`config.mk`:
```
export PLATFORM = sky130hd
export DESIGN_NAME = white_blob_side_steering
export DESIGN_NICKNAME = d
export VERILOG_FILES = /design/src/rtl/wbss_pkg.sv /design/src/rtl/wbss_bounds.sv /design/src/rtl/wbss_tally.sv /design/src/rtl/wbss_result.sv /design/src/rtl/white_blob_side_steering.sv
export VERILOG_INCLUDE_DIRS = /design/src /design/src/rtl
export SDC_FILE = /design/constraint.sdc
export NUM_CORES = 1
export LEC_CHECK = 0
export BUFFER_PORTS_ARGS = -buffer_cell sky130_fd_sc_hd__buf_2
export CORE_MARGIN = 8
export CORE_UTILIZATION = 55
export DETAILED_ROUTE_END_ITERATION = 7
export GPL_ROUTABILITY_DRIVEN = 1
export PLACE_DENSITY = 0.75
export SLEW_MARGIN = 0
export SYNTH_ARGS = -nofsm -noshare
export SYNTH_HDL_FRONTEND = slang
export SYNTH_SLANG_ARGS = --single-unit
```
`constraint.sdc`:
```
create_clock -name clk -period 7.84 [get_ports clk]
set_clock_uncertainty 0.15 [all_clocks]
set_input_delay 1.176 -clock clk [delete_from_list [all_inputs] [get_ports clk]]
set_output_delay 1.176 -clock clk [all_outputs]
set_load 0.005 [all_outputs]
```
`src/rtl/assert_macros.svh`:
```
// assertion macros shared by the steering block
`ifndef ASSERT_MACROS_SVH
`define ASSERT_MACROS_SVH

// property must hold at every clock edge outside reset
`define ASSERT_ALWAYS(label, expr, msg) \
    label: assert property (@(posedge clk) disable iff (!rst_n) (expr)) else $error(msg);

// consequent must hold in the cycle after the antecedent
`define ASSERT_NEXT(label, ante, cons, msg) \
    label: assert property (@(posedge clk) disable iff (!rst_n) (ante) |=> (cons)) \
        else $error(msg);

`endif

```
`src/rtl/wbss_pkg.sv`:
```
// types, constants and helpers of the white blob side steering block
package wbss_pkg;

    localparam int COL_W   = 12;
    localparam int CNT_W   = 21;
    localparam int WIDTH_W = 13;
    localparam int CMD_W   = 2;

    localparam int MAX_PIXELS = 1048576;
    localparam int CNT_MAX    = (1 << CNT_W) - 1;
    localparam int CAP_INT    = (MAX_PIXELS < CNT_MAX) ? MAX_PIXELS : CNT_MAX;
    localparam logic [CNT_W-1:0] COUNT_CAP = CNT_W'(CAP_INT);

    localparam logic [WIDTH_W-1:0] WIDTH_RESET = WIDTH_W'(640);
    localparam logic [WIDTH_W-1:0] WIDTH_LIMIT = WIDTH_W'(4096);
    localparam logic [7:0]         WHITE       = 8'd255;

    // reciprocal of three scaled by 2^16, exact for operands below 2^14
    localparam logic [15:0] RECIP3 = 16'd21846;

    localparam logic [CMD_W-1:0] STEER_STOP    = 2'd0;
    localparam logic [CMD_W-1:0] STEER_LEFT    = 2'd1;
    localparam logic [CMD_W-1:0] STEER_FORWARD = 2'd2;
    localparam logic [CMD_W-1:0] STEER_RIGHT   = 2'd3;

    typedef struct packed {
        logic [7:0] red;
        logic [7:0] green;
        logic [7:0] blue;
        logic       end_of_frame;
    } pix_t;

    typedef struct packed {
        logic [CMD_W-1:0] steer_cmd;
        logic [CNT_W-1:0] left_total;
        logic [CNT_W-1:0] middle_total;
        logic [CNT_W-1:0] right_total;
    } res_t;

    // column limits derived from the frame width
    typedef struct packed {
        logic [COL_W-1:0] last_col;
        logic [COL_W-1:0] left_edge;
        logic [COL_W-1:0] mid_edge;
    } bounds_t;

    // frame totals leaving the counters
    typedef struct packed {
        logic             done;
        logic [CNT_W-1:0] left;
        logic [CNT_W-1:0] middle;
        logic [CNT_W-1:0] right;
    } tally_t;

    function automatic logic [COL_W-1:0] div3(input logic [WIDTH_W:0] x);
        logic [29:0] prod;
        prod = 30'(x) * 30'(RECIP3);
        return prod[16 +: COL_W];
    endfunction

    function automatic logic [CNT_W-1:0] bump(input logic [CNT_W-1:0] c);
        return (c >= COUNT_CAP) ? COUNT_CAP : c + CNT_W'(1);
    endfunction

    function automatic logic [CMD_W-1:0] steer(input logic [CNT_W-1:0] l,
                                               input logic [CNT_W-1:0] m,
                                               input logic [CNT_W-1:0] r);
        logic [CMD_W-1:0] cmd;
        if (l == '0 && m == '0 && r == '0)
            cmd = STEER_STOP;
        else if (l > r && l > m)
            cmd = STEER_LEFT;
        else if (m > l && m > r)
            cmd = STEER_FORWARD;
        else
            cmd = STEER_RIGHT;
        return cmd;
    endfunction

endpackage

```
`src/rtl/wbss_bounds.sv`:
```
// frame width write and the registered third boundaries derived from it
`include "assert_macros.svh"

module wbss_bounds (
    input  logic                          clk,
    input  logic                          rst_n,
    input  logic                          cfg_wr_en,
    input  logic [wbss_pkg::WIDTH_W-1:0]  cfg_wr_data,
    output wbss_pkg::bounds_t             bounds
);
    import wbss_pkg::*;

    logic [WIDTH_W-1:0] eff_width;
    bounds_t            bounds_reg;
    bounds_t            bounds_next;

    always_comb
    begin
        if (cfg_wr_data == '0)
            eff_width = WIDTH_W'(1);
        else if (cfg_wr_data > WIDTH_LIMIT)
            eff_width = WIDTH_LIMIT;
        else
            eff_width = cfg_wr_data;

        bounds_next.last_col  = COL_W'(eff_width - WIDTH_W'(1));
        bounds_next.left_edge = div3({1'b0, eff_width});
        bounds_next.mid_edge  = div3({eff_width, 1'b0});
    end

    always_ff @(posedge clk or negedge rst_n)
    begin
        if (!rst_n)
        begin
            bounds_reg.last_col  <= COL_W'(WIDTH_RESET - WIDTH_W'(1));
            bounds_reg.left_edge <= div3({1'b0, WIDTH_RESET});
            bounds_reg.mid_edge  <= div3({WIDTH_RESET, 1'b0});
        end
        else if (cfg_wr_en)
        begin
            bounds_reg <= bounds_next;
        end
    end

    assign bounds = bounds_reg;

    `ASSERT_ALWAYS(a_edges_ordered,
        bounds_reg.left_edge <= bounds_reg.mid_edge && bounds_reg.mid_edge <= bounds_reg.last_col,
        "third boundaries out of order")

endmodule

```
`src/rtl/wbss_tally.sv`:
```
// column counter and the three white pixel counts
`include "assert_macros.svh"

module wbss_tally (
    input  logic              clk,
    input  logic              rst_n,
    input  logic              advance,
    input  wbss_pkg::pix_t    pix,
    input  wbss_pkg::bounds_t bounds,
    output wbss_pkg::tally_t  tally
);
    import wbss_pkg::*;

    logic [COL_W-1:0] col_reg, col_next;
    logic [CNT_W-1:0] left_reg, left_next;
    logic [CNT_W-1:0] mid_reg, mid_next;
    logic [CNT_W-1:0] right_reg, right_next;
    logic             white;
    logic [CNT_W-1:0] left_upd, mid_upd, right_upd;

    always_comb
    begin
        white = pix.red == WHITE && pix.green == WHITE && pix.blue == WHITE;

        left_upd  = left_reg;
        mid_upd   = mid_reg;
        right_upd = right_reg;
        if (white)
        begin
            if (col_reg <= bounds.left_edge)
                left_upd = bump(left_reg);
            else if (col_reg <= bounds.mid_edge)
                mid_upd = bump(mid_reg);
            else
                right_upd = bump(right_reg);
        end

        col_next   = col_reg;
        left_next  = left_reg;
        mid_next   = mid_reg;
        right_next = right_reg;
        if (advance)
        begin
            if (pix.end_of_frame)
            begin
                col_next   = '0;
                left_next  = '0;
                mid_next   = '0;
                right_next = '0;
            end
            else
            begin
                // a column at or past row end wraps to zero
                col_next   = (col_reg >= bounds.last_col) ? '0 : col_reg + COL_W'(1);
                left_next  = left_upd;
                mid_next   = mid_upd;
                right_next = right_upd;
            end
        end

        tally.done   = advance && pix.end_of_frame;
        tally.left   = left_upd;
        tally.middle = mid_upd;
        tally.right  = right_upd;
    end

    always_ff @(posedge clk or negedge rst_n)
    begin
        if (!rst_n)
        begin
            col_reg   <= '0;
            left_reg  <= '0;
            mid_reg   <= '0;
            right_reg <= '0;
        end
        else
        begin
            col_reg   <= col_next;
            left_reg  <= left_next;
            mid_reg   <= mid_next;
            right_reg <= right_next;
        end
    end

    `ASSERT_ALWAYS(a_counts_capped,
        left_reg <= COUNT_CAP && mid_reg <= COUNT_CAP && right_reg <= COUNT_CAP,
        "white count above saturation cap")

    `ASSERT_NEXT(a_frame_clears, tally.done,
        col_reg == '0 && left_reg == '0 && mid_reg == '0 && right_reg == '0,
        "counters not cleared after frame end")

endmodule

```
`src/rtl/wbss_result.sv`:
```
// result register and steering decision
module wbss_result (
    input  logic             clk,
    input  logic             rst_n,
    input  wbss_pkg::tally_t tally,
    input  logic             res_stall,
    output logic             res_valid,
    output wbss_pkg::res_t   res
);
    import wbss_pkg::*;

    logic             vld_reg, vld_next;
    logic [CNT_W-1:0] left_reg, mid_reg, right_reg;

    always_comb
    begin
        if (tally.done)
            vld_next = 1'b1;
        else
            vld_next = vld_reg && res_stall;
    end

    always_ff @(posedge clk or negedge rst_n)
    begin
        if (!rst_n)
            vld_reg <= 1'b0;
        else
            vld_reg <= vld_next;
    end

    always_ff @(posedge clk)
    begin
        if (tally.done)
        begin
            left_reg  <= tally.left;
            mid_reg   <= tally.middle;
            right_reg <= tally.right;
        end
    end

    assign res_valid        = vld_reg;
    assign res.steer_cmd    = steer(left_reg, mid_reg, right_reg);
    assign res.left_total   = left_reg;
    assign res.middle_total = mid_reg;
    assign res.right_total  = right_reg;

endmodule

```
`src/rtl/white_blob_side_steering.sv`:
```
// White blob side steering: counts pure white pixels (all channels 255) of a raster-order
// RGB stream in the left, middle and right thirds of each row and, on the beat marked
// end_of_frame, returns one steering result with the three saturating counts. A pixel
// beat is taken every cycle unless stalled; the column and count update for one pixel
// is a single register-to-register step, so the sustained rate is one pixel per clock
// between stalls. The only back-pressure is a frame end meeting a result that is still
// stalled. frame_width is written while the stream is idle; this binds the user, as the
// block does not enforce it. The third boundaries are computed at the write.
`include "assert_macros.svh"

module white_blob_side_steering (
    input  logic                         clk,
    input  logic                         rst_n,
    input  logic                         cfg_wr_en,
    input  logic [wbss_pkg::WIDTH_W-1:0] cfg_wr_data,
    input  logic                         pix_valid,
    output logic                         pix_stall,
    input  wbss_pkg::pix_t               pix,
    output logic                         res_valid,
    input  logic                         res_stall,
    output wbss_pkg::res_t               res
);
    import wbss_pkg::*;

    pix_t    pix_reg;
    logic    pix_vld_reg, pix_vld_next;
    logic    advance;
    logic    load;
    bounds_t bounds;
    tally_t  tally;

    // a frame end waits while the previous result is still held
    assign advance   = pix_vld_reg && !(pix_reg.end_of_frame && res_valid && res_stall);
    assign pix_stall = pix_vld_reg && !advance;
    assign load      = pix_valid && !pix_stall;

    always_comb
    begin
        if (load)
            pix_vld_next = 1'b1;
        else if (advance)
            pix_vld_next = 1'b0;
        else
            pix_vld_next = pix_vld_reg;
    end

    always_ff @(posedge clk or negedge rst_n)
    begin
        if (!rst_n)
            pix_vld_reg <= 1'b0;
        else
            pix_vld_reg <= pix_vld_next;
    end

    always_ff @(posedge clk)
    begin
        if (load)
            pix_reg <= pix;
    end

    wbss_bounds u_bounds (
        .clk         (clk),
        .rst_n       (rst_n),
        .cfg_wr_en   (cfg_wr_en),
        .cfg_wr_data (cfg_wr_data),
        .bounds      (bounds)
    );

    wbss_tally u_tally (
        .clk     (clk),
        .rst_n   (rst_n),
        .advance (advance),
        .pix     (pix_reg),
        .bounds  (bounds),
        .tally   (tally)
    );

    wbss_result u_result (
        .clk       (clk),
        .rst_n     (rst_n),
        .tally     (tally),
        .res_stall (res_stall),
        .res_valid (res_valid),
        .res       (res)
    );

    `ASSERT_NEXT(a_frame_end_result, tally.done, res_valid,
        "frame end beat gave no result")

endmodule

```
==> metrics.csv <==
metric,value,unit
1st_pass_router_iterations,6,
yosysSeqAreaShare,36.67,%
grt_max_degree,72,
routed_wirelength,35120,um
vias_in_the_first_global_route,11320,
timing.critical_path.arrival,6.96,ns
dp_slack,0.5540,ns
numCtsBuffers,17,
routed-via-count,11420,
drive_gt1_share,10.79,%
drt_iter0_drc,1021,
htree_levels,4,
crit_fanout,16,
setup-violations-final,0,
cp_top_family,adder cells,
cts.path.max_buffers,2,
synth-seq-cells,190,
nets,1858,
post-dp-hpwl,27250,um
post-cts-setup-buffers,0,
core,0.02569,mm^2
cells_along_the_critical_path,buf_2 > nand2b_1 > inv_1 > ha_1 > ha_1 > inv_1 > fa_1 > inv_1 > fa_1 > inv_1 > fa_1 > inv_1 > ha_1 > a2111oi_2 > o221ai_1 > a221o_1 > a221o_1 > a211o_1 > a21o_1 > a21o_1 > xnor2_1 > mux2i_1,
worst_slew_pin_slew,1.053,ns
synthTopCellsByArea,"sky130_fd_sc_hd__edfxtp_1 19%, sky130_fd_sc_hd__ha_1 17%, sky130_fd_sc_hd__dfrtp_1 16%",
cp.buffers_inverters,6,
cap_violations,0,
synth-edff-count,88,
fp.dieW,176.7,um
wl_per_cell,18.20,um
post_synth_instance_area,0.01421,mm^2
status,completed,
grt_first_pass_wirelength,57680,um
area_delta_synth_final,10.00,%
floorplan_row_count,59,
initial_utilization,55.32,%
n_fill_cell,2126,
dieHeight,176.7,um
synthesis_warning_total,0,
final_cells,1929,
hp-class,reg -> reg,
drt.antenna.violating_nets,0,
clock.fmax,0.1464,GHz
pwrdens,201.2,mW/mm^2
fin_tns_setup,0,ns
clkLatencyLatePin,0.43,ns
final_util,60.85,%
worst_slew_margin_rel,29.44,%
ir_worst_vdd,0.0001715,V
setup_repair_after_global_routing_missed_its_margin,false,
hold_viol,0,
post_synth_top_area_share,18.59,%
die_area,0.03124,mm^2
globalplace.congestion,0.9788,
synth_area_leader_cell,sky130_fd_sc_hd__edfxtp_1,
most_common_cell_in_the_netlist,sky130_fd_sc_hd__inv_1,
clock_tree_root,sky130_fd_sc_hd__clkbuf_16,
worst-endpoint-required,7.97,ns
antenna-diode-count,0,
drc_errors,0,
fin_crit_sh,87.13,%
dp.cells,1897,
timing.critical_path.from_type,input port,
timing.final.max_slew_violations,0,
io_buffer_count,109,
endpoint_kind,register,
cellLeakagePower,7.398,nW
cts_hold_buffers,0,
total_congestion_overflow,0,
critical_path_class,in -> reg,
async_reset_ff_share,53.68,%
most_prevalent_standard_cell_on_the_critical_path,sky130_fd_sc_hd__inv_1,
cts_tree,yes,
postCtsResizedCells,0,
track_usage,22.85,%
antenna_violations_before_repair,0,
clock_pin_slew_on_the_worst_setup_and_hold_paths,0.07,ns
cts_sinks,190,
timing.critical_path.slowest_stage_cell,sky130_fd_sc_hd__fa_1,
cp_max_stage_delay,0.55,ns
post_synth.cell_area_avg,9.519,um^2
finalWorstPathRequiredPeriod,6.831,ns
synth_common_cells,"205 x sky130_fd_sc_hd__inv_1, 189 x sky130_fd_sc_hd__ha_1, 113 x sky130_fd_sc_hd__o21ai_0",
ys_types,67,
holdWs,0.3427,ns
synthCells,1493,
layout_setup_ws,1.009,ns
vias_per_cell,5.919,
ys.flop_type,sky130_fd_sc_hd__dfrtp_1,
io_pins,110,
metrics by stage:
stage                     cell area (um^2)  power (mW)
final                                15630       3.144
after global placement               15070       2.294
after global routing                 15630       3.381
after detailed placement             15070       2.339
after CTS                            15630       3.170
after floorplan                      14210       2.042
layer usage:
layer	routed length [um]	GRT usage, %	share of wire [%]	vias to the layer above
met5	0	0	0	-
met4	984	8.266	2.8	0
met3	2426	3.414	6.9	74
met2	16180	37.10	46	432
met1	15520	30.65	44	5407
li1	-	-	-	5504
cells by family after synthesis:
family	after synthesis	share of synthesized area, %
simple gates	398	14.31
compound gates	372	16.72
fa+ha+maj	234	22.98
buf+inv	258	6.815
other cells	2	0.05285
mux	5	0.3610
xor+xnor	34	2.095
flops	190	36.67
worst register-to-register path: cells and delay by family, from the launching register on:
kind,cells,cell delay (ns)
flops,1,0.49
simple gates,3,1.80
fa+ha+maj,1,0.35
compound gates,6,1.03
power by group:
group	internal, mW	switching, mW	leakage, nW
registers	1.16	0.105	2.21
logic	0.445	0.605	4.90
clock network	0.436	0.393	0.281
total	2.04	1.10	7.40
cell type report:
type,instances,area [um^2],share of cell area (%)
Multi-Input combinational cell,1046,8038,51.42
Inverter,206,773.2,4.946
Timing Repair Buffer,120,630.6,4.034
Clock inverter,12,102.6,0.6563
Sequential cell,190,5211,33.34
Tap cell,335,419.2,2.681
Clock buffer,20,457.9,2.929
cells in the final DEF, fill, tap and decap left out, types with 22 or more instances in the layout:
master                     instances
sky130_fd_sc_hd__dfrtp_1          89
sky130_fd_sc_hd__nor2_1           89
sky130_fd_sc_hd__a21oi_1          67
sky130_fd_sc_hd__a31oi_1          29
sky130_fd_sc_hd__nand3_1          29
sky130_fd_sc_hd__nand4_1          41
sky130_fd_sc_hd__a22o_1           22
sky130_fd_sc_hd__nand2_1          86
sky130_fd_sc_hd__nand2b_1         31
sky130_fd_sc_hd__ha_1            189
sky130_fd_sc_hd__a21o_1           50
sky130_fd_sc_hd__o21ai_0         113
sky130_fd_sc_hd__edfxtp_1         88
sky130_fd_sc_hd__nor4_1           30
sky130_fd_sc_hd__o31ai_1          29
sky130_fd_sc_hd__fa_1             45
sky130_fd_sc_hd__buf_2           108
sky130_fd_sc_hd__inv_1           204
sky130_fd_sc_hd__nor3_1           24
worst paths after layout:
kind | startpoint | slack, ns | depth (start not counted) | endpoint
worst max-delay path | cfg_wr_data[12] | 1.01 | 22 | u_bounds.bounds[22]$_DFFE_PN0P_
worst min-delay path | u_bounds.bounds[25]$_DFFE_PN1P_ | 0.34 | 2 | u_bounds.bounds[25]$_DFFE_PN1P_
worst max register to register | u_tally.col_reg[5]$_DFFE_PN0P_ | 3.93 | 10 | u_tally.right_reg[17]$_DFFE_PN0P_
worst min register to register | u_bounds.bounds[25]$_DFFE_PN1P_ | 0.34 | 2 | u_bounds.bounds[25]$_DFFE_PN1P_
max in group asynchronous | rst_n | 5.68 | 2 | u_bounds.bounds[32]$_DFFE_PN0P_
min in group asynchronous | rst_n | 0.54 | 1 | u_tally.right_reg[17]$_DFFE_PN0P_
No activity file was read; power rests on OpenSTA's default activity.
